$ cat src/design/hhwg_pkg.sv
// Package with register indexes and shared arithmetic for the hue window grade block.
`default_nettype none
package hhwg_pkg;

    localparam int unsigned AddrWidth = 5;

    typedef enum logic [2:0] {
        REG_HUE_LOW    = 3'd0,
        REG_HUE_HIGH   = 3'd1,
        REG_HUE_SHIFT  = 3'd2,
        REG_FORCE_EN   = 3'd3,
        REG_FORCED_HUE = 3'd4,
        REG_SAT_EN     = 3'd5
    } t_reg_idx;

    // Exact floor(y / 255) for y below 255 * 2^16, built from shifts and small adds.
    // y = 255*q0 + r0 with q0 = y >> 8, r0 = (y & 255) + q0; repeated once more.
    function automatic logic [15:0] div255(input logic [23:0] y);
        logic [15:0] q0;
        logic [16:0] r0;
        logic [8:0]  q1;
        logic [9:0]  r1;
        logic [1:0]  f;
        q0 = y[23:8];
        r0 = {9'd0, y[7:0]} + {1'b0, q0};
        q1 = r0[16:8];
        r1 = {2'd0, r0[7:0]} + {1'b0, q1};
        if (r1 >= 10'd510) begin
            f = 2'd2;
        end else if (r1 >= 10'd255) begin
            f = 2'd1;
        end else begin
            f = 2'd0;
        end
        return q0 + {7'd0, q1} + {14'd0, f};
    endfunction

endpackage
`default_nettype wire

$ cat src/design/hsv_hue_window_grade.sv
// Top level of the hue window grade block: RGB to HSV, hue and saturation grade, back to RGB.
//
// Channel   Dir  Handshake              Payload
// s         in   i_s_tvalid/o_s_tready  i_s_tdata: red, green, blue
// m         out  o_m_tvalid/i_m_tready  o_m_tdata: red, green, blue
// apb       in   psel/penable, pready   six grade registers at 4*index
//
// One pixel enters per clock while the pipeline advances. There is one setup
// stage, eight restoring divider stages (one quotient bit each) and six stages
// for grading and the back conversion. The whole pipeline advances when the output
// register is empty or being read, so a stall holds every stage in place.
// Reset is synchronous, loads the configuration registers with their defaults and clears all stage valid bits.
`default_nettype none
module hsv_hue_window_grade (
    input  wire logic        i_clk,
    input  wire logic        i_rst_n,
    input  wire logic        i_s_tvalid,
    output logic             o_s_tready,
    input  wire logic [23:0] i_s_tdata,   // [7:0] red_in, [15:8] green_in, [23:16] blue_in
    output logic             o_m_tvalid,
    input  wire logic        i_m_tready,
    output logic [23:0]      o_m_tdata,   // [7:0] red_out, [15:8] green_out, [23:16] blue_out
    input  wire logic        i_psel,
    input  wire logic        i_penable,
    input  wire logic        i_pwrite,
    input  wire logic [hhwg_pkg::AddrWidth-1:0] i_paddr,
    input  wire logic [31:0] i_pwdata,
    output logic [31:0]      o_prdata,
    output logic             o_pready
);

    localparam int unsigned NStages = 15;

    // Configuration registers.
    logic [7:0] r_hue_low, r_hue_high, r_hue_shift, r_forced_hue;
    logic       r_force_en, r_sat_en;
    logic [2:0] w_idx;
    logic       w_wr;

    assign o_pready = 1'b1;
    assign w_idx    = i_paddr[4:2];
    assign w_wr     = i_psel && i_penable && i_pwrite;

    always_ff @(posedge i_clk) begin
        if (!i_rst_n) begin
            r_hue_low    <= 8'd128;
            r_hue_high   <= 8'd153;
            r_hue_shift  <= 8'd55;
            r_force_en   <= 1'b0;
            r_forced_hue <= 8'd43;
            r_sat_en     <= 1'b0;
        end else if (w_wr) begin
            unique case (w_idx)
                hhwg_pkg::REG_HUE_LOW:    r_hue_low    <= i_pwdata[7:0];
                hhwg_pkg::REG_HUE_HIGH:   r_hue_high   <= i_pwdata[7:0];
                hhwg_pkg::REG_HUE_SHIFT:  r_hue_shift  <= i_pwdata[7:0];
                hhwg_pkg::REG_FORCE_EN:   r_force_en   <= i_pwdata[0];
                hhwg_pkg::REG_FORCED_HUE: r_forced_hue <= i_pwdata[7:0];
                hhwg_pkg::REG_SAT_EN:     r_sat_en     <= i_pwdata[0];
                default: ;
            endcase
        end
    end

    always_comb begin
        unique case (w_idx)
            hhwg_pkg::REG_HUE_LOW:    o_prdata = {24'd0, r_hue_low};
            hhwg_pkg::REG_HUE_HIGH:   o_prdata = {24'd0, r_hue_high};
            hhwg_pkg::REG_HUE_SHIFT:  o_prdata = {24'd0, r_hue_shift};
            hhwg_pkg::REG_FORCE_EN:   o_prdata = {31'd0, r_force_en};
            hhwg_pkg::REG_FORCED_HUE: o_prdata = {24'd0, r_forced_hue};
            hhwg_pkg::REG_SAT_EN:     o_prdata = {31'd0, r_sat_en};
            default:                  o_prdata = 32'd0;
        endcase
    end

    // Pipeline control.
    logic [NStages-1:0] r_vld;
    logic               w_adv;

    assign w_adv      = !r_vld[NStages-1] || i_m_tready;
    assign o_s_tready = w_adv;
    assign o_m_tvalid = r_vld[NStages-1];

    always_ff @(posedge i_clk) begin
        if (!i_rst_n) begin
            r_vld <= '0;
        end else if (w_adv) begin
            r_vld <= {r_vld[NStages-2:0], i_s_tvalid};
        end
    end

    // Setup stage: max, min, hue numerator and divider operands.
    logic [7:0]  w_r, w_g, w_b, w_mx, w_mn, w_d;
    logic [10:0] w_n;

    assign w_r = i_s_tdata[7:0];
    assign w_g = i_s_tdata[15:8];
    assign w_b = i_s_tdata[23:16];

    always_comb begin
        w_mx = w_r;
        w_mn = w_r;
        if (w_g > w_mx) w_mx = w_g;
        if (w_g < w_mn) w_mn = w_g;
        if (w_b > w_mx) w_mx = w_b;
        if (w_b < w_mn) w_mn = w_b;
        w_d = w_mx - w_mn;
        // Ties for the maximum go to red, then green.
        if (w_mx == w_r) begin
            if (w_g >= w_b) begin
                w_n = {3'd0, w_g} - {3'd0, w_b};
            end else begin
                w_n = 11'd6 * {3'd0, w_d} - ({3'd0, w_b} - {3'd0, w_g});
            end
        end else if (w_mx == w_g) begin
            w_n = {2'd0, w_d, 1'b0} + {3'd0, w_b} - {3'd0, w_r};
        end else begin
            w_n = {1'b0, w_d, 2'd0} + {3'd0, w_r} - {3'd0, w_g};
        end
    end

    // Setup registers 0 and divider stages 1..8: saturation d*255/mx and hue n*256/(6d).
    logic [15:0] r_srem [0:8];
    logic [7:0]  r_sq   [0:8];
    logic [18:0] r_hrem [0:8];
    logic [7:0]  r_hq   [0:8];
    logic [10:0] r_hdiv [0:8];
    logic [7:0]  r_mx   [0:8];
    logic        r_dz   [0:8];

    always_ff @(posedge i_clk) begin
        if (w_adv) begin
            r_srem[0] <= {8'd0, w_d} * 16'd255;
            r_sq[0]   <= 8'd0;
            r_hrem[0] <= {w_n, 8'd0};
            r_hq[0]   <= 8'd0;
            r_hdiv[0] <= 11'd6 * {3'd0, w_d};
            r_mx[0]   <= w_mx;
            r_dz[0]   <= (w_d == 8'd0);
            for (int k = 1; k <= 8; k++) begin
                if (r_srem[k-1] >= ({8'd0, r_mx[k-1]} << (8 - k))) begin
                    r_srem[k] <= r_srem[k-1] - ({8'd0, r_mx[k-1]} << (8 - k));
                    r_sq[k]   <= r_sq[k-1] | (8'd1 << (8 - k));
                end else begin
                    r_srem[k] <= r_srem[k-1];
                    r_sq[k]   <= r_sq[k-1];
                end
                if (r_hrem[k-1] >= ({8'd0, r_hdiv[k-1]} << (8 - k))) begin
                    r_hrem[k] <= r_hrem[k-1] - ({8'd0, r_hdiv[k-1]} << (8 - k));
                    r_hq[k]   <= r_hq[k-1] | (8'd1 << (8 - k));
                end else begin
                    r_hrem[k] <= r_hrem[k-1];
                    r_hq[k]   <= r_hq[k-1];
                end
                r_hdiv[k] <= r_hdiv[k-1];
                r_mx[k]   <= r_mx[k-1];
                r_dz[k]   <= r_dz[k-1];
            end
        end
    end

    // Stage A: hue grade and saturation curve square.
    logic [7:0]  w_h0, w_s0, w_ha, w_t;
    logic [7:0]  r_a_h, r_a_s, r_a_v;
    logic [15:0] r_a_tt;

    always_comb begin
        // A grey pixel has hue zero; a black one has saturation zero.
        w_h0 = r_dz[8] ? 8'd0 : r_hq[8];
        w_s0 = (r_mx[8] == 8'd0) ? 8'd0 : r_sq[8];
        if (r_force_en) begin
            w_ha = r_forced_hue;
        end else if (r_hue_low <= w_h0 && w_h0 <= r_hue_high) begin
            w_ha = w_h0 - r_hue_shift;
        end else begin
            w_ha = w_h0;
        end
        w_t = 8'd255 - w_s0;
    end

    always_ff @(posedge i_clk) begin
        if (w_adv) begin
            r_a_h  <= w_ha;
            r_a_s  <= w_s0;
            r_a_v  <= r_mx[8];
            r_a_tt <= {8'd0, w_t} * {8'd0, w_t};
        end
    end

    // Stage B: finish saturation, split hue into sector and remainder.
    logic [15:0] w_ttq, w_secq;
    logic [10:0] w_q6;
    logic [2:0]  w_sec;
    logic [7:0]  r_b_s, r_b_v, r_b_rem;
    logic [2:0]  r_b_sec;

    assign w_ttq  = hhwg_pkg::div255({8'd0, r_a_tt});
    assign w_q6   = {3'd0, r_a_h} * 11'd6;
    assign w_secq = hhwg_pkg::div255({13'd0, w_q6});
    assign w_sec  = w_secq[2:0];

    always_ff @(posedge i_clk) begin
        if (w_adv) begin
            r_b_s   <= r_sat_en ? (8'd255 - w_ttq[7:0]) : r_a_s;
            r_b_v   <= r_a_v;
            r_b_sec <= w_sec;
            r_b_rem <= 8'(w_q6 - {3'd0, w_sec} * 11'd255);
        end
    end

    // Stage C: saturation products.
    logic [15:0] r_c_p1, r_c_p2, r_c_an;
    logic [7:0]  r_c_v;
    logic [2:0]  r_c_sec;

    always_ff @(posedge i_clk) begin
        if (w_adv) begin
            r_c_p1  <= {8'd0, r_b_rem} * {8'd0, r_b_s};
            r_c_p2  <= {8'd0, 8'd255 - r_b_rem} * {8'd0, r_b_s};
            r_c_an  <= {8'd0, r_b_v} * {8'd0, 8'd255 - r_b_s};
            r_c_v   <= r_b_v;
            r_c_sec <= r_b_sec;
        end
    end

    // Stage D: value products for the two ramp channels, flat channel done.
    logic [23:0] r_d_yb, r_d_yc;
    logic [7:0]  r_d_a, r_d_v;
    logic [2:0]  r_d_sec;
    logic [15:0] w_aq;

    assign w_aq = hhwg_pkg::div255({8'd0, r_c_an});

    always_ff @(posedge i_clk) begin
        if (w_adv) begin
            r_d_yb  <= {16'd0, r_c_v} * {8'd0, 16'd65025 - r_c_p1};
            r_d_yc  <= {16'd0, r_c_v} * {8'd0, 16'd65025 - r_c_p2};
            r_d_a   <= w_aq[7:0];
            r_d_v   <= r_c_v;
            r_d_sec <= r_c_sec;
        end
    end

    // Stage E: first division by 255 of the ramp channels.
    logic [15:0] r_e_qb, r_e_qc;
    logic [7:0]  r_e_a, r_e_v;
    logic [2:0]  r_e_sec;

    always_ff @(posedge i_clk) begin
        if (w_adv) begin
            r_e_qb  <= hhwg_pkg::div255(r_d_yb);
            r_e_qc  <= hhwg_pkg::div255(r_d_yc);
            r_e_a   <= r_d_a;
            r_e_v   <= r_d_v;
            r_e_sec <= r_d_sec;
        end
    end

    // Output stage: second division by 255 and sector select.
    logic [15:0] w_bq, w_cq;
    logic [7:0]  w_ob, w_oc;
    logic [23:0] n_out;
    logic [23:0] r_out;

    assign w_bq = hhwg_pkg::div255({8'd0, r_e_qb});
    assign w_cq = hhwg_pkg::div255({8'd0, r_e_qc});
    assign w_ob = w_bq[7:0];
    assign w_oc = w_cq[7:0];

    always_comb begin
        case (r_e_sec)
            3'd0:    n_out = {r_e_a, w_oc, r_e_v};
            3'd1:    n_out = {r_e_a, r_e_v, w_ob};
            3'd2:    n_out = {w_oc, r_e_v, r_e_a};
            3'd3:    n_out = {r_e_v, w_ob, r_e_a};
            3'd4:    n_out = {r_e_v, r_e_a, w_oc};
            // Sector five, and hue 255 which lands in sector six.
            default: n_out = {w_ob, r_e_a, r_e_v};
        endcase
    end

    always_ff @(posedge i_clk) begin
        if (w_adv) begin
            r_out <= n_out;
        end
    end

    assign o_m_tdata = r_out;

endmodule
`default_nettype wire

$ cat config.mk
export PLATFORM = sky130hd
export DESIGN_NAME = hsv_hue_window_grade
export DESIGN_NICKNAME = d
export VERILOG_FILES = /design/src/design/hhwg_pkg.sv /design/src/design/hsv_hue_window_grade.sv
export SDC_FILE = /design/constraint.sdc
export NUM_CORES = 2
export LEC_CHECK = 0
export BUFFER_PORTS_ARGS = -buffer_cell sky130_fd_sc_hd__clkbuf_2
export CORE_ASPECT_RATIO = 1.2
export CORE_UTILIZATION = 49
export CTS_BUF_LIST = sky130_fd_sc_hd__clkbuf_8 sky130_fd_sc_hd__clkbuf_16
export CTS_CLUSTER_DIAMETER = 100
export DETAILED_ROUTE_END_ITERATION = 8
export PLACE_DENSITY_LB_ADDON = 0.3
export SYNTH_ARGS = -nofsm -noshare
export SYNTH_HDL_FRONTEND = slang
export SYNTH_SLANG_ARGS = --single-unit
$ cat constraint.sdc
create_clock -name i_clk -period 37.2 [get_ports i_clk]
set_input_delay 5.58 -clock i_clk [delete_from_list [all_inputs] [get_ports i_clk]]
set_output_delay 5.58 -clock i_clk [all_outputs]
set_load 0.01 [all_outputs]
==> impl_metrics.json <==
{
  "status": "complete, no violations",
  "die_h_um": 389,
  "place.gp.congestion": 0.944,
  "antenna_found_initial": 1,
  "clk_latency_ps": 690,
  "clkTransAtPathRegs_ps": 60,
  "n_antenna_cell": 0,
  "setup_violations": 0,
  "avgSynthCellArea_um2": 10.5,
  "area_growth_pct": 8.21,
  "hp-class": "flop to flop",
  "postCtsSetupRepairBufs": 0,
  "wirelength_um": 123000,
  "ant_nets": 0,
  "end_kind": "flop",
  "drt-vias-per-instance": 5.34,
  "netlist_instances": 5838,
  "io_buffers": 75,
  "cts_buffers": 84,
  "tritoncts": "built",
  "ys_types": 82,
  "drive_above_1_share_pct": 4.87,
  "globalRouteMet2Util_pct": 38.4,
  "cp_max_fo": 15,
  "max_freq_ghz": 0.0676,
  "rows": 141,
  "crit_family": "adder cells",
  "cts_hold_buf": 0,
  "grt_max_degree": 172,
  "syn_area_mm2": 0.0610,
  "overflow": 0,
  "rsz0062_at_grt": "no",
  "root_buffer": "clkbuf_16",
  "crit_top_cell": "inv_1",
  "drv_slew": 0,
  "yosys-top-cells-area": "edfxtp_1 35%, ha_1 13%, fa_1 13%",
  "path_class": "primary input to flop",
  "ys_seq_area_share_pct": 37.1,
  "period_needed_ps": 14790,
  "cts_sinks": 770,
  "htreeDepth": 3,
  "grt_most_used_layer": "met2",
  "yosysWarnings": 0,
  "critPathMaxStageDelay_ps": 550,
  "grt_pass1_wl_um": 202000,
  "yosys.area.top_type": "edfxtp_1",
  "drt_first_pass_iters": 5,
  "cp_num_buf_inv": 7,
  "die_area_mm2": 0.126,
  "grt_usage_pct": 19.8,
  "cts_resized": 0,
  "gr-usage-met1_pct": 21.2,
  "final.period_utilization_pct": 39.8,
  "crit_path_top_delay_cell": "xor2_1",
  "fill_cells": 10700,
  "arrival_ps": 15210,
  "drcViolationCount": 0,
  "nets": 7023,
  "io_pins": 127,
  "wl_per_cell_um": 16.1,
  "grtUsageMet3_pct": 2.17,
  "synthMostInstantiatedCell": "inv_1",
  "final_hold_viol_count": 0,
  "fin_skew_ps": 26.9,
  "dpl.hpwl_um": 94000,
  "cts.path.max_buffers": 3,
  "synth_top_flop_cell": "edfxtp_1",
  "die_w_um": 324,
  "dr_total_vias": 40700,
  "drt_iter0_drc": 1959,
  "grt_pass1_vias": 41900,
  "synth_top_area_share_pct": 35.5,
  "slew_headroom_pct": 19.4,
  "start_util_pct": 49.5,
  "start_kind": "primary input",
  "synth-seq-cells": 770,
  "tns_ps": 0,
  "holdWs_ps": 412,
  "design.core.area_mm2": 0.123,
  "required_ps": 37620,
  "tightestPinTransition_ps": 1200,
  "async_flop_share_pct": 0,
  "synth_edf_count": 721,
  "drv_cap": 0,
  "synth_common_cells": "810 x inv_1, 721 x edfxtp_1, 645 x ha_1"
}
-- cells by family after synthesis --
logic type / share of synthesized area (%)
other: 0.0123
adder cells (fa/ha/maj): 26.1
XOR/XNOR: 5.98
flip-flops: 37.1
AND/OR/NAND/NOR: 12.7
AO/OA/AOI/OAI: 10.2
multiplexers: 1.89
buffers and inverters: 6.09
-- metrics by stage --
step	utilization (%)	setup slack [ps]	instance area (µm²)	cells
2_1_floorplan	-	5830	61200	5870
3_3_place_gp	51.3	21760	63200	7477
3_5_place_dp	51.3	21680	63200	7477
4_1_cts	53.6	22410	66000	7634
5_1_grt	53.6	21820	66000	7634
6_report	53.6	22410	66000	7634
-- worst paths after layout --
kind                 from             to  slack [ps]  depth (start not counted)
max reg2reg     r_d_yc[8]     r_e_qc[13]       29560                         34
max          i_s_tdata[3]  r_srem[0][15]       22410                         39
min            r_hq[6][4]     r_hq[7][4]         410                          0
min reg2reg    r_hq[6][4]     r_hq[7][4]         410                          0
-- layout make-up --
cell class | instances | area (µm²) | share of cell area, %
clock buffers | 85 | 2120 | 3.20
well taps | 1644 | 2060 | 3.11
multi-input cells | 4139 | 34800 | 52.7
clock inverters | 72 | 697 | 1.06
flip-flops and latches | 770 | 22600 | 34.3
repair buffers | 112 | 666 | 1.01
inverters | 812 | 3060 | 4.63
-- registers in the layout, summed over array words and instances (netlist names), 24 cells and up --
signal,count
r_d_yc,24
r_sq,36
o_m_tdata,24
r_hrem,109
r_d_yb,24
r_srem,121
r_hdiv,72
r_mx,72
r_hq,36
-- placed cells by master, fill, tap and decap left out, drive strengths merged, types with 15 or more instances in the layout --
cell type,netlist,routed
inv,811,832
edfxtp,721,721
ha,645,645
nand2,495,495
fa,391,391
nor2,303,303
xnor2,264,264
a21oi,255,255
o21ai,227,227
nor2b,194,194
clkbuf,108,160
and2,158,158
xor2,145,145
nand2b,128,128
a21o,121,121
mux2i,88,88
nor3,75,75
a21boi,65,65
nand3,63,63
o21a,51,51
dfxtp,49,49
o21bai,43,43
nand4,41,41
buf,41,37
clkinv,1,36
conb,2,34
o31ai,32,32
nor4,30,30
mux2,24,24
a22oi,22,22
o22ai,21,21
or3,21,21
and3,20,20
o211ai,19,19
a211oi,17,17
o221ai,15,15
-- metal layers --
layer  routed length, µm  vias to the layer above
li1                    -                    20000
met1               46200                    19700
met2               67600                      747
met3                3890                      239
met4                4970                        0
met5                   0                        -
Power is left out: the tool's default activity adds up to more than one toggle a clock period on the data nets, which glitch-free logic cannot reach.
